--- src/sv/somc_pkg.sv ---
// Shared types, constants and the square-root step for the scaled orthogonal matrix check.
package somc_pkg;

  localparam int ENTRY_W   = 24;
  localparam int N_DIM     = 3;
  localparam int N_ENTRY   = N_DIM * N_DIM;
  localparam int IN_W      = N_ENTRY * ENTRY_W;
  localparam int PROD_W    = 2 * ENTRY_W;
  localparam int DOT_W     = PROD_W + 2;
  localparam int N_DOT     = 6;
  localparam int N_PROD    = N_DOT * N_DIM;
  localparam int MAG_W     = PROD_W;
  localparam int TOL_W     = 32;
  localparam int ROOT_W    = MAG_W / 2;
  localparam int REM_W     = ROOT_W + 2;
  localparam int SQ_STAGES = ROOT_W;
  localparam int OUT_W     = 32;
  localparam int CFG_AW    = 3;

  localparam logic [TOL_W-1:0] TOL_RESET = 32'd42950;
  localparam logic             REG_TOL   = 1'b0;

  // Classified matrix handed from the front end to the square-root back end.
  typedef struct packed {
    logic             ok;
    logic [MAG_W-1:0] diag;
  } chk_t;

  // One stage of the bit-per-stage integer square root.
  typedef struct packed {
    logic              ok;
    logic [MAG_W-1:0]  rad;
    logic [REM_W-1:0]  rem;
    logic [ROOT_W-1:0] root;
  } sq_t;

  function automatic sq_t sqrt_step(input sq_t s);
    sq_t              r;
    logic [REM_W+1:0] cat;
    logic [REM_W+1:0] trial;
    r     = s;
    cat   = {s.rem, s.rad[MAG_W-1 -: 2]};
    trial = {2'b00, s.root, 2'b01};
    r.rad = {s.rad[MAG_W-3:0], 2'b00};
    if (cat >= trial) begin
      r.rem  = REM_W'(cat - trial);
      r.root = {s.root[ROOT_W-2:0], 1'b1};
    end else begin
      r.rem  = REM_W'(cat);
      r.root = {s.root[ROOT_W-2:0], 1'b0};
    end
    return r;
  endfunction

endpackage

--- src/sv/somc_fifo.sv ---
// Two-entry queue between the front end and the square-root back end.
module somc_fifo (
  input  logic           clk,
  input  logic           rst_n,
  input  logic           wr_valid,
  output logic           wr_ready,
  input  somc_pkg::chk_t wr_data,
  output logic           rd_valid,
  input  logic           rd_ready,
  output somc_pkg::chk_t rd_data
);

  somc_pkg::chk_t mem_r [2];
  logic           wp_r, rp_r;
  logic [1:0]     cnt_r;
  logic           push, pop;

  assign wr_ready = (cnt_r != 2'd2);
  assign rd_valid = (cnt_r != 2'd0);
  assign rd_data  = mem_r[rp_r];
  assign push     = wr_valid && wr_ready;
  assign pop      = rd_valid && rd_ready;

  always_ff @(posedge clk) begin
    if (!rst_n) begin
      wp_r  <= 1'b0;
      rp_r  <= 1'b0;
      cnt_r <= 2'd0;
    end else begin
      if (push) begin
        wp_r <= !wp_r;
      end
      if (pop) begin
        rp_r <= !rp_r;
      end
      cnt_r <= cnt_r + 2'(push) - 2'(pop);
    end
  end

  always_ff @(posedge clk) begin
    if (push) begin
      mem_r[wp_r] <= wr_data;
    end
  end

endmodule

--- config.mk ---
export PLATFORM = sky130hd
export DESIGN_NAME = somc_fifo
export DESIGN_NICKNAME = d
export VERILOG_FILES = /design/src/sv/somc_pkg.sv /design/src/sv/somc_fifo.sv
export SDC_FILE = /design/constraint.sdc
export NUM_CORES = 1
export LEC_CHECK = 0
export BUFFER_PORTS_ARGS = -buffer_cell sky130_fd_sc_hd__buf_2
export CORE_ASPECT_RATIO = 1.4
export CORE_UTILIZATION = 25
export CTS_BUF_LIST = sky130_fd_sc_hd__clkbuf_16
export DETAILED_ROUTE_END_ITERATION = 7
export PLACE_DENSITY = 0.44
export REMOVE_ABC_BUFFERS = 1
export SETUP_SLACK_MARGIN = 0.1
export SKIP_CTS_REPAIR_TIMING = 1
export SYNTH_ARGS = -nofsm -noshare
export SYNTH_HDL_FRONTEND = slang
export SYNTH_SLANG_ARGS = --single-unit
export TNS_END_PERCENT = 10
--- constraint.sdc ---
create_clock -name clk -period 2 [get_ports clk]
set_input_delay 0.4 -clock clk [delete_from_list [all_inputs] [get_ports clk]]
set_output_delay 0.4 -clock clk [all_outputs]
set_load 0.05 [all_outputs]
==> impl_metrics.toml <==
[run_status]
outcome = "complete, no violations"

[synthesis]
yosysTopAreaCell = "edfxtp_1"
avgSynthCellArea_um2 = 20.82
yosysSeqAreaShare_pct = 80.32
synth_area_leaders = "edfxtp_1, mux2_2, dfxtp_1"
synthesis.area_um2 = 3789
yosysUniqueCellTypes = 25
yosysWarnings = 0
synth_top_area_share_pct = 77.68
ys_seq_elements = 103
synth_cells = 182

[place]
port_buffers = 103
hpwl_mm = 4.712
place_congestion = 0.6602

[clock_tree]
h-tree-depth = 3
root_buffer = "clkbuf_16"
clkLatencyLatePin_ns = 0.33
cts_tree = "yes"
clk_path_buf_depth = 2
cts.sinks = 103
numCtsBuffers = 9
clk_pin_slew_ns = 0.07

[grt]
grt_pass1_wl_mm = 11.48
grtUsageTotal_pct = 9.794
antenna_found_initial = 0
grt_max_degree = 29
met3_usage_pct = 2.249
grt.overflow.total = 0
top_usage_layer = "met2"
met1_usage_pct = 10.39
grt_use_met2_pct = 18.01
grt_pass1_vias = 2229

[die]
ios = 104
die_h_um = 147.7
placementRows = 52
fp.dieArea_um2 = 15660
coreArea_um2 = 14640
initial_core_util_pct = 25.88
fp.dieW_um = 106.0

[setup_path]
cp.depth = 3
critical_path_class = "reg2out"
critical-path-max-stage-delay_ns = 0.40
slowest_stage = "dfxtp_4"
timing.critical_path.buf_inv = 2
critPathLaunchType = "flip-flop"
worstRegToRegCells = 6
path_max_fanout = 21
worstPathRequired_ns = 1.60
crit_chain = "buf_12 > mux2_2 > buf_2"
crit_path_end_kind = "output port"
critPathArrivalTime_ns = 1.51
crit_family = "flip-flops"

[timing]
slew_headroom_pct = 71.87
rsz0062_at_grt = "true"
tightest_slew_ns = 0.4163
period_minus_slack_ns = 1.909
setup_viol = 0
finalHoldViolCount = 0
fin_tns_setup_ns = 0
hold_slack_ns = 0.2483
fmax_mhz = 523.9
fin_crit_sh_pct = 95.45
slew_viol_final = 0
clock_skew_ns = 0.005211

[drt]
drc = 0
wl_per_cell_um = 15.14
firstDrtPassIters = 4
wl_mm = 7.466
via_per_inst = 4.083
drt.antenna.violating_nets = 0
first_iter_violations = 58
via_count = 2013

[power]
power_leakage_nw = 1.819
ir_worst_vdd_v = 0.0004404
power.density_nw_per_um2 = 1293

[worst_hold_path]
hold_class = "in2reg"
hold_depth = 1

[run]
cap_viol_max_count = 0

[finish]
final_nets = 352
syn_to_final_growth_pct = 30.18
drive_above_1_share_pct = 57.10
final_util_pct = 33.69
==> worst paths after layout <==
kind	from	endpoint	slack, ns
worst max-delay path	flip-flop	rd_data[13]	0.09
worst min-delay path	wr_data[18]	mem_r[0][18]$_DFFE_PP_	0.25
worst max register to register	cnt_r[1]$_SDFF_PN0_	cnt_r[1]$_SDFF_PN0_	0.37
worst min register to register	rp_r$_SDFFE_PN0P_	rp_r$_SDFFE_PN0P_	0.51
==> layer usage <==
layer / vias up / routed length (um)
li1: 947 / -
met1: 1016 / 2927
met2: 45 / 4125
met3: 5 / 285
met4: 0 / 127
met5: - / 0
==> metrics by stage <==
stage               cell area (um2)  setup slack (ns)  std cells  total power (W)
finish                         4932           0.09108        493         0.006377
global route                   4930           0.03662        492         0.006678
CTS                            4900           0.03942        491         0.006460
detailed placement             4608            0.3315        475         0.004720
global placement               4608            0.3822        475         0.004706
floorplan                      3759           -0.6032        177         0.004204
==> flip-flops by register name, summed over array words and instances (netlist names), named ones only <==
register / flops
cnt_r: 2
rp_r: 1
mem_r: 98
wp_r: 1
==> synth_stat cells, drive strengths merged <==
master / count
edfxtp: 98
mux2: 49
buf: 5
dfxtp: 5
nor2: 4
and3: 2
inv: 2
o21ai: 2
a21bo: 1
a21oi: 1
and2: 1
ha: 1
nand2b: 1
nand3: 1
nand3b: 1
nor2b: 1
nor3: 1
nor4: 1
nor4bb: 1
o21ba: 1
o31a: 1
or2: 1
xor2: 1
==> where the power goes <==
group | total (W) | switching [W] | internal (W)
Clock | 0.00170 | 0.000736 | 0.000961
Combinational | 0.00199 | 0.00139 | 0.000604
Sequential | 0.00269 | 0.0000712 | 0.00262
==> layout by cell type, fill, tap and decap left out, types with 2 or more instances in the layout <==
master     Yosys  layout
buf_4          2       3
buf_12         0       4
mux2_2        43      43
mux2_1         6       6
clkinv_4       0       2
inv_1          2       3
dfxtp_1        5       4
edfxtp_1      98      98
buf_2          3     102
nor2_1         4       4
o21ai_0        2       2
clkbuf_16      0      10
==> cells by family after synthesis <==
group	Yosys count	share of synthesized area (%)
AOI/OAI and AO/OA	6	1.156
xor gates and xnor gates	1	0.2312
adders and majority gates	1	0.3302
buffers and inverters	7	0.9906
DFF	103	80.32
muxes	49	14.56
and+or+nand+nor	15	2.411
==> final cells by class <==
cell class	count	area, um2
Fill cell	1453	9707
Sequential cell	103	3047
Multi-Input combinational cell	72	709.4
Timing Repair Buffer	110	638.1
Tap cell	189	236.5
Clock buffer	9	225.2
Clock inverter	7	66.31
Inverter	2	7.507
Antenna cell	1	2.502
Note: power is estimated with default switching activity, not from simulation.
