<file path="src/sv/somc_pkg.sv">
// Shared types, constants and the square-root step for the scaled orthogonal matrix check.
package somc_pkg;

  localparam int ENTRY_W   = 24;
  localparam int N_DIM     = 3;
  localparam int N_ENTRY   = N_DIM * N_DIM;
  localparam int IN_W      = N_ENTRY * ENTRY_W;
  localparam int PROD_W    = 2 * ENTRY_W;
  localparam int DOT_W     = PROD_W + 2;
  localparam int N_DOT     = 6;
  localparam int N_PROD    = N_DOT * N_DIM;
  localparam int MAG_W     = PROD_W;
  localparam int TOL_W     = 32;
  localparam int ROOT_W    = MAG_W / 2;
  localparam int REM_W     = ROOT_W + 2;
  localparam int SQ_STAGES = ROOT_W;
  localparam int OUT_W     = 32;
  localparam int CFG_AW    = 3;

  localparam logic [TOL_W-1:0] TOL_RESET = 32'd42950;
  localparam logic             REG_TOL   = 1'b0;

  // Classified matrix handed from the front end to the square-root back end.
  typedef struct packed {
    logic             ok;
    logic [MAG_W-1:0] diag;
  } chk_t;

  // One stage of the bit-per-stage integer square root.
  typedef struct packed {
    logic              ok;
    logic [MAG_W-1:0]  rad;
    logic [REM_W-1:0]  rem;
    logic [ROOT_W-1:0] root;
  } sq_t;

  function automatic sq_t sqrt_step(input sq_t s);
    sq_t              r;
    logic [REM_W+1:0] cat;
    logic [REM_W+1:0] trial;
    r     = s;
    cat   = {s.rem, s.rad[MAG_W-1 -: 2]};
    trial = {2'b00, s.root, 2'b01};
    r.rad = {s.rad[MAG_W-3:0], 2'b00};
    if (cat >= trial) begin
      r.rem  = REM_W'(cat - trial);
      r.root = {s.root[ROOT_W-2:0], 1'b1};
    end else begin
      r.rem  = REM_W'(cat);
      r.root = {s.root[ROOT_W-2:0], 1'b0};
    end
    return r;
  endfunction

endpackage

</file>
<file path="src/sv/somc_sqrt.sv">
// Back end: pipelined integer square root, one root bit per stage, last stage is the output register.
module somc_sqrt (
  input  logic                          clk,
  input  logic                          rst_n,
  input  logic                          chk_valid,
  output logic                          chk_ready,
  input  somc_pkg::chk_t                chk,
  output logic                          res_valid,
  input  logic                          res_ready,
  output logic                          res_ok,
  output logic [somc_pkg::ROOT_W-1:0]   res_scale
);

  localparam int NS = somc_pkg::SQ_STAGES;

  logic          en;
  logic          vld_r [NS];
  somc_pkg::sq_t st_r  [NS];
  somc_pkg::sq_t head;

  assign en        = !vld_r[NS-1] || res_ready;
  assign chk_ready = en;
  assign res_valid = vld_r[NS-1];
  assign res_ok    = st_r[NS-1].ok;
  assign res_scale = st_r[NS-1].ok ? st_r[NS-1].root : '0;

  always_comb begin
    head.ok   = chk.ok;
    head.rad  = chk.diag;
    head.rem  = '0;
    head.root = '0;
  end

  always_ff @(posedge clk) begin
    if (!rst_n) begin
      for (int k = 0; k < NS; k++) begin
        vld_r[k] <= 1'b0;
      end
    end else if (en) begin
      vld_r[0] <= chk_valid;
      for (int k = 1; k < NS; k++) begin
        vld_r[k] <= vld_r[k-1];
      end
    end
  end

  always_ff @(posedge clk) begin
    if (en) begin
      st_r[0] <= somc_pkg::sqrt_step(head);
      for (int k = 1; k < NS; k++) begin
        st_r[k] <= somc_pkg::sqrt_step(st_r[k-1]);
      end
    end
  end

endmodule

</file>
<file path="config.mk">
export PLATFORM = sky130hd
export DESIGN_NAME = somc_sqrt
export DESIGN_NICKNAME = d
export VERILOG_FILES = /design/src/sv/somc_pkg.sv /design/src/sv/somc_sqrt.sv
export SDC_FILE = /design/constraint.sdc
export NUM_CORES = 2
export LEC_CHECK = 0
export ABC_CLOCK_PERIOD_IN_PS = 66400
export BUFFER_PORTS_ARGS = -buffer_cell sky130_fd_sc_hd__buf_2
export CAP_MARGIN = 20
export CORE_ASPECT_RATIO = 1.25
export CORE_MARGIN = 8
export CORE_UTILIZATION = 63
export DETAILED_ROUTE_END_ITERATION = 8
export PLACE_DENSITY = 0.76
export REMOVE_ABC_BUFFERS = 1
export SLEW_MARGIN = 15
export SYNTH_ARGS = -nofsm -noshare
export SYNTH_HDL_FRONTEND = slang
export SYNTH_SLANG_ARGS = --single-unit
</file>
<file path="constraint.sdc">
create_clock -name clk -period 66.4 [get_ports clk]
set_clock_uncertainty 0.1 [all_clocks]
set_input_delay 6.64 -clock clk [delete_from_list [all_inputs] [get_ports clk]]
set_output_delay 6.64 -clock clk [all_outputs]
set_load 0.005 [all_outputs]
</file>
==> flow_summary.yaml <==
worst_setup_path:
  cp_max_fo: 76
  critPathKind: "in2out"
  end_kind: "primary output"
  crit_path_start_kind: "primary input"
  crit_arrival_ps: 7690
  cp.required_ps: 59660
floorplan:
  coreArea_um2: 105000
  initial_utilization: 0.636
  num_rows: 133
  die_x_um: 308
  pin_count: 80
  die_y_um: 381
  die_area_um2: 117000
pwr:
  peakVddDrop_mv: 0.0272
  p_switching_mw: 0.650
  switching_share: 0.264
  powerDensity_nw_per_um2: 33.4
  power.internal_mw: 1.81
  power_leakage_nw: 30.2
  p_clk_frac: 0.320
  combinationalPowerShare: 0.151
  pwr-share-seq: 0.528
yosys:
  synth_top_family_by_area: "simple AND/OR/NAND/NOR gates"
  synth.avg_cell_area_um2: 13.2
  synth-main-ff-cell: "edfxtp_1"
  synthArstFlopShare: 0
  synth_cell_types: 81
  synth_edf_count: 1462
  synthMuxAreaShare: 0.00756
  postSynthCellCount: 5086
  synth-seq-cells: 1463
  synth_xor_xnor_area_share: 0.0604
  synthesis.area_um2: 67000
  synth_compound_area_frac: 0.0870
  synth_simple_gate_area_frac: 0.100
  ys_warn_count: 0
  ys_seq_area_frac: 0.656
  synthAdderAreaFrac: 0.0609
cts:
  cts_htree_levels: 4
  cts_setup_buffers: 0
  numClockSinks: 1463
  holdBufCountCts: 0
  cts_buffer_depth: 3
  cts.clk_slew.worst_paths_ps: 60
  cts_tree: "yes"
  numCtsBuffers: 142
  clock_latency_ps: 750
  cts_resized: 0
  clock-root-buffer: "clkbuf_16"
placed_design:
  hpwl_mm: 87.0
  place.port_buffers: 79
  dpl.cell_count: 6520
  dpl-instance-area_um2: 69100
  place_congestion: 0.952
  post-place-ws_ps: 51930
final_layout:
  num_antenna_cells: 0
  fillers: 7033
  layout.nets: 5628
  fin_cells: 6775
  multiInputGateArea_um2: 21200
  seqCellArea_um2: 43900
  stdcell_area_um2: 73800
  layout-drive-gt1-share: 0.0741
  area_growth_syn_to_layout_pct: 10.1
sta:
  worst_pin_slew_ps: 1080
  setup_viol: 0
  fmax_mhz: 69.3
  min_period_ps: 14430
  fin_ws_ps: 51970
  tns_ps: 0
  post-route-period-util: 0.217
  finalHoldViolations: 0
  max-slew-margin-rel: 0.283
  drv_slew: 0
  rsz0062_at_grt: "no"
flow_run:
  drv_cap: 0
route:
  antenna_left: 0
  drt_iter0_markers: 2436
  dr.pass1.iters: 5
  vias: 39100
  drc: 0
  viasPerCell: 5.77
  wl_per_cell_um: 18.2
  wl_mm: 123
grt:
  grt_start_max_net_pins: 160
  grt_overflow: 0
  grt_pass1_vias: 39600
  grt_usage: 0.207
  grt_pass1_wl_mm: 195
  antenna_found_initial: 0
outcome:
  outcome: "finished clean"
worst_hold_path:
  worstHoldPathType: "reg2reg"
Yosys cell counts, drive strengths merged (48+ instances only):
master	n	area, µm²
edfxtp	1462	43900
inv	406	1520
ha	326	4080
nor2	316	1190
nand2	315	1180
a21oi	287	1440
o21ai	267	1340
xnor2	244	2140
xor2	218	1910
nor3	144	726
a21o	111	833
nand3	86	435
clkbuf	82	308
nand2b	67	419
nor4	64	437
or3	53	342
nor2b	52	325
o21a	50	375
nand4	48	300
routing by layer:
layer	GRT usage	vias up	wire, µm
met5	0	-	0
met4	0.119	0	6920
met3	0.0289	376	3880
met2	0.415	807	70500
met1	0.194	18800	41900
li1	-	19100	-
cell families after synthesis:
kind of cell	Yosys count
adder cells (fa/ha/maj)	326
AND/OR/NAND/NOR	1341
other	1
flip-flops	1463
AO/OA/AOI/OAI	946
multiplexers	46
buffers and inverters	501
XOR/XNOR	462
registers in the layout (all words and copies together) (netlist names):
register,flops
vld_r,24
st_r,1439
power groups by stage:
stage          Clock (mW)  Sequential, mW  Combinational, mW
2_1_floorplan           0            1.28              0.291
3_3_place_gp            0            1.31              0.362
3_5_place_dp            0            1.32              0.371
4_1_cts             0.807            1.30              0.374
5_1_grt             0.841            1.32              0.415
6_report            0.789            1.30              0.373
layout make-up:
cell class | count | share of cell area
inverter | 406 | 0.0207
timing repair buffer | 114 | 0.00946
tap | 1417 | 0.0240
multi-input combinational | 3122 | 0.288
clock buffer | 172 | 0.0500
sequential | 1463 | 0.595
clock inverter | 81 | 0.0124
layout by cell type, fill, tap and decap left out, types with 26 or more instances in the layout:
| cell type | Yosys | final |
|---|---|---|
| a211oi_1 | 33 | 33 |
| and2_1 | 47 | 47 |
| o21a_1 | 50 | 50 |
| clkbuf_16 | 0 | 143 |
| xnor2_1 | 244 | 244 |
| nor2b_1 | 52 | 52 |
| clkinv_1 | 0 | 26 |
| xor2_1 | 218 | 218 |
| buf_2 | 6 | 79 |
| nand4_1 | 48 | 48 |
| mux2_2 | 34 | 34 |
| a21oi_1 | 286 | 286 |
| and3_1 | 45 | 45 |
| nand2b_1 | 67 | 66 |
| or3_1 | 51 | 51 |
| nand2_1 | 315 | 315 |
| edfxtp_1 | 1462 | 1462 |
| inv_1 | 402 | 402 |
| a21o_1 | 111 | 111 |
| buf_4 | 0 | 32 |
| nor4_1 | 61 | 61 |
| nor2_1 | 316 | 315 |
| o21ai_1 | 48 | 47 |
| o21ai_0 | 219 | 219 |
| nand3_1 | 85 | 85 |
| clkbuf_1 | 82 | 29 |
| or4_1 | 28 | 28 |
| nor3_1 | 143 | 143 |
| ha_1 | 326 | 326 |
path summary, 6_finish.rpt:
path                                           startpoint                endpoint  slack (ps)  depth (start not counted)
worst max register to register  vld_r[2][7]$_SDFFCE_PN0P_  st_r[2][335]$_DFFE_PN_       61300                          5
worst min-delay path               st_r[1][663]$_DFFE_PN_  st_r[1][762]$_DFFE_PN_         310                          0
worst min register to register     st_r[1][663]$_DFFE_PN_  st_r[1][762]$_DFFE_PN_         310                          0
worst max-delay path                            res_ready               chk_ready       51970                          3
stage by stage:
stage	util	power [mW]	hold slack, ps
finish	0.700	2.46	306
global placement	0.656	1.67	300
floorplan	-	1.57	300
CTS	0.700	2.48	305
global route	0.700	2.57	305
detailed placement	0.656	1.69	305
critical path, cell delays in order:
cell and delay (ps):
buf_2 90, nand2b_4 710, buf_2 250
No activity file was read; power rests on OpenSTA's default activity.
